[src/design/qrs_sqrt.sv]
// Pipelined restoring square root: one result bit per stage.
module qrs_sqrt #(
  parameter int IN_BITS  = 64,
  parameter int TAG_BITS = 8
) (
  input  logic                  clk_i,
  input  logic                  rst_ni,
  input  logic                  valid_i,
  input  logic [IN_BITS-1:0]    rad_i,
  input  logic [TAG_BITS-1:0]   tag_i,
  output logic                  valid_o,
  output logic [IN_BITS/2-1:0]  root_o,
  output logic [TAG_BITS-1:0]   tag_o
);
  localparam int RB = IN_BITS / 2;

  logic [RB:0]           vld_q;
  logic [IN_BITS-1:0]    rad_q  [RB+1];
  logic [RB+1:0]         rem_q  [RB+1];
  logic [RB-1:0]         rt_q   [RB+1];
  logic [TAG_BITS-1:0]   tag_q  [RB+1];

  always_comb begin
    rad_q[0] = rad_i;
    rem_q[0] = '0;
    rt_q[0]  = '0;
    tag_q[0] = tag_i;
    vld_q[0] = valid_i;
  end

  for (genvar s = 0; s < RB; s++) begin : g_st
    logic [RB+1:0] rem_sh, trial;
    always_comb begin
      rem_sh = {rem_q[s][RB-1:0], rad_q[s][IN_BITS-1 -: 2]};
      trial  = {rt_q[s], 2'b01};
    end
    always_ff @(posedge clk_i or negedge rst_ni) begin
      if (!rst_ni) begin
        vld_q[s+1] <= 1'b0;
      end else begin
        vld_q[s+1] <= vld_q[s];
      end
    end
    always_ff @(posedge clk_i) begin
      rad_q[s+1] <= rad_q[s] << 2;
      tag_q[s+1] <= tag_q[s];
      if (rem_sh >= trial) begin
        rem_q[s+1] <= rem_sh - trial;
        rt_q[s+1]  <= {rt_q[s][RB-2:0], 1'b1};
      end else begin
        rem_q[s+1] <= rem_sh;
        rt_q[s+1]  <= {rt_q[s][RB-2:0], 1'b0};
      end
    end
  end

  assign valid_o = vld_q[RB];
  assign root_o  = rt_q[RB];
  assign tag_o   = tag_q[RB];
endmodule

[config.mk]
export PLATFORM = sky130hd
export DESIGN_NAME = qrs_sqrt
export DESIGN_NICKNAME = d
export VERILOG_FILES = /design/src/design/qrs_sqrt.sv
export SDC_FILE = /design/constraint.sdc
export NUM_CORES = 2
export LEC_CHECK = 0
export ABC_CLOCK_PERIOD_IN_PS = 5000
export BUFFER_PORTS_ARGS = -buffer_cell sky130_fd_sc_hd__buf_2
export CAP_MARGIN = 25
export CORE_ASPECT_RATIO = 1.25
export CORE_UTILIZATION = 60
export DETAILED_ROUTE_END_ITERATION = 12
export PLACE_DENSITY = 0.86
export SLEW_MARGIN = 20
export SYNTH_ARGS = -nofsm -noshare
export SYNTH_HDL_FRONTEND = slang
export SYNTH_SLANG_ARGS = --single-unit
[constraint.sdc]
create_clock -name clk_i -period 5 [get_ports clk_i]
set_input_delay 0.75 -clock clk_i [delete_from_list [all_inputs] [get_ports clk_i]]
set_output_delay 0.75 -clock clk_i [all_outputs]
set_load 0.02 [all_outputs]
==> flow_metrics.tcl <==
set metrics [dict create \
    outcome "finished, final reports clean" \
    core_area_um2 158000 \
    p_sw_mw 17.0 \
    synth.distinct_cells 105 \
    place_congestion 0.991 \
    min-delay-start "rad_i[63]" \
    netlist_area_um2 95800 \
    cts_resized 0 \
    routed_wl_um 224000 \
    synth.avg_cell_area_um2 10.6 \
    drt-initial-drc-count 4486 \
    synthFlopType "dfxtp_1" \
    holdWs_ns 0.0806 \
    r2r_start "g_st[29].trial[21]" \
    wl_per_cell_um 19.3 \
    fin_setup_tns_ns 0 \
    crit_buf_inv 2 \
    min_period_ns 4.07 \
    yosysTopAreaCellShare 0.567 \
    ios 116 \
    antenna_found_initial 8 \
    nNetsFinal 9974 \
    drv_slew 0 \
    grt-ovfl-total 0 \
    detail-route-antenna-nets 0 \
    required_ns 5.75 \
    drt_pass1_iterations 8 \
    comb_power_share 0.175 \
    numPortBuffers 115 \
    fp.dieH_um 449 \
    maxCapViolCount 0 \
    reg2reg_depth 10 \
    ys_seq_area_frac 0.575 \
    die_area_um2 161000 \
    insertion_delay_ns 0.92 \
    worstPathArrival_ns 4.81 \
    p_int_mw 41.4 \
    ys_async_sr_fraction 0.0117 \
    worst-setup-path-type "reg2reg" \
    crit_chain "inv_1 > ha_1 > nand4_1 > or4_1 > nor4_1 > a21oi_1 > o2111a_1 > nor2_4 > buf_4 > mux2_2" \
    via_per_inst 5.64 \
    cp-end-kind "register" \
    synth_edf_count 0 \
    critPathSlowestCell "or4_1" \
    hpwl_um 160000 \
    drc 0 \
    die_w_um 359 \
    track_usage 0.271 \
    grt_setup_unrepaired "no" \
    synth_top_area_cell "dfxtp_1" \
    clock_skew_ns 0.0687 \
    hold_buffers 73 \
    r2r_slack_ns 0.93 \
    cts.sinks 2742 \
    grt_pass1_vias 66700 \
    worstMarginPinSlew_ns 1.07 \
    final_common_cell "dfxtp_1" \
    fin_util 0.684 \
    max_freq_ghz 0.246 \
    finalHoldViolCount 0 \
    cts_max_path_buffers 3 \
    crit_start "g_st[29].trial[21]" \
    synth_area_leaders "dfxtp_1 57%, ha_1 7.4%, xnor2_1 3.7%" \
    crit_family "simple AND/OR/NAND/NOR gates" \
    rows 163 \
    final_cell_mix "2710 x dfxtp_1, 693 x inv_1, 587 x nor2_1" \
    crit_path_start_kind "register" \
    hold_end "g_st[1].trial[2]" \
    yosys_warnings 0 \
    post_cts_buffers 0 \
    path_clk_slew_ns 0.06 \
    syn_nets 9675 \
    vias 65500 \
    swShare 0.291 \
    p_per_area_nw_per_um2 540 \
    initial_core_util 0.606 \
    grt_max_degree 48 \
    setup_viol 0 \
    hold_path_depth 2 \
    peakVddDrop_v 0.000560 \
    pwr-share-clk 0.341 \
    syn-instance-count 9036 \
    slowest_delay_ns 0.55 \
    cts_tree "built" \
    cts-buffers-inserted 240 \
    area_growth_pct 12.9 \
    r2r_end "g_st[30].rem_sh[13]" \
    power.leakage_nw 50.9 \
    drive_gt1_frac 0.0823 \
    ys_ff_latch 2742 \
    cts-root-buf "clkbuf_16" \
    hold_class "in2reg" \
    worst-path-max-fanout 47 \
    grt_pass1_wl_um 349000 \
    timing.slew.headroom 0.277 \
    p_seq_frac 0.483 \
    clock_tree.htree_level_count 4 \
    finalCritPeriodShare 0.813 \
]
registers in the layout (all words and copies together), names as in the netlist:
signal       cells
g_st.rem_sh    996
g_st.trial     496
rad_q          930
root_o          32
tag_o            8
tag_q          248
valid_o          1
vld_q           31
power by group through the flow:
stage / clock network [mW] / registers, mW / logic [mW]
floorplan: 0 / 27.3 / 7.90
global route: 21.2 / 28.5 / 11.3
CTS: 20.3 / 28.1 / 10.1
global placement: 0 / 28.5 / 9.63
finish: 19.9 / 28.2 / 10.2
detailed placement: 0 / 28.6 / 9.92
logic make-up (layout without fill, tap and decap cells):
kind of cell | after synthesis | after routing | share of synthesized area
flops | 2742 | 2742 | 0.575
other cells | 1 | 9 | 0.0000392
xor+xnor | 776 | 776 | 0.0710
buf+inv | 863 | 1372 | 0.0348
simple gates | 2183 | 2183 | 0.113
mux | 122 | 122 | 0.0152
fa+ha+maj | 564 | 564 | 0.0737
compound gates | 1785 | 1785 | 0.117
cell usage after synthesis, types with 105 or more instances:
cell type / number
xor2_1: 373
nand2b_1: 105
ha_1: 564
nand2_1: 536
a21o_1: 232
a21oi_1: 558
nor3_1: 188
clkbuf_1: 117
xnor2_1: 403
nor2_1: 590
inv_1: 693
dfxtp_1: 2710
o21ai_0: 418
nand3_1: 133
metal layers:
metal	track usage	up-vias	wire length [um]
met3	0.0431	900	10100
met1	0.264	30900	78700
li1	-	31500	-
met2	0.506	2210	116000
met4	0.212	6	18800
met5	0	-	35
worst max-delay path by stage:
stage | cells past startpoint | slack, ns | end
floorplan | 12 | 1.83 | g_st[31].rem_sh[10]
global placement | 10 | 1.13 | g_st[30].rem_sh[13]
detailed placement | 10 | 1.09 | g_st[30].rem_sh[13]
CTS | 10 | 1.01 | g_st[30].rem_sh[13]
global route | 15 | 0.77 | g_st[22].rem_sh[32]
finish | 10 | 0.93 | g_st[30].rem_sh[13]
through the flow:
| step | setup slack (ns) | cells | cell area [um2] | total power [mW] |
|---|---|---|---|---|
| after floorplan | 1.83 | 9036 | 95800 | 35.2 |
| after global placement | 1.13 | 11100 | 98500 | 38.1 |
| after detailed placement | 1.09 | 11100 | 98500 | 38.5 |
| after CTS | 1.01 | 11600 | 108000 | 58.5 |
| after global routing | 0.772 | 11600 | 108000 | 60.9 |
| final | 0.934 | 11600 | 108000 | 58.4 |
cell type report:
type / count / area, um2
inverters: 695 / 2610
flip-flops and latches: 2742 / 55100
fillers: 11000 / 50000
multi-input cells: 5431 / 37400
diodes: 8 / 20.0
clock buffers: 306 / 6640
repair buffers: 225 / 1600
clock inverters: 146 / 2160
well taps: 2062 / 2580
Power figures use the tool's default switching activity.
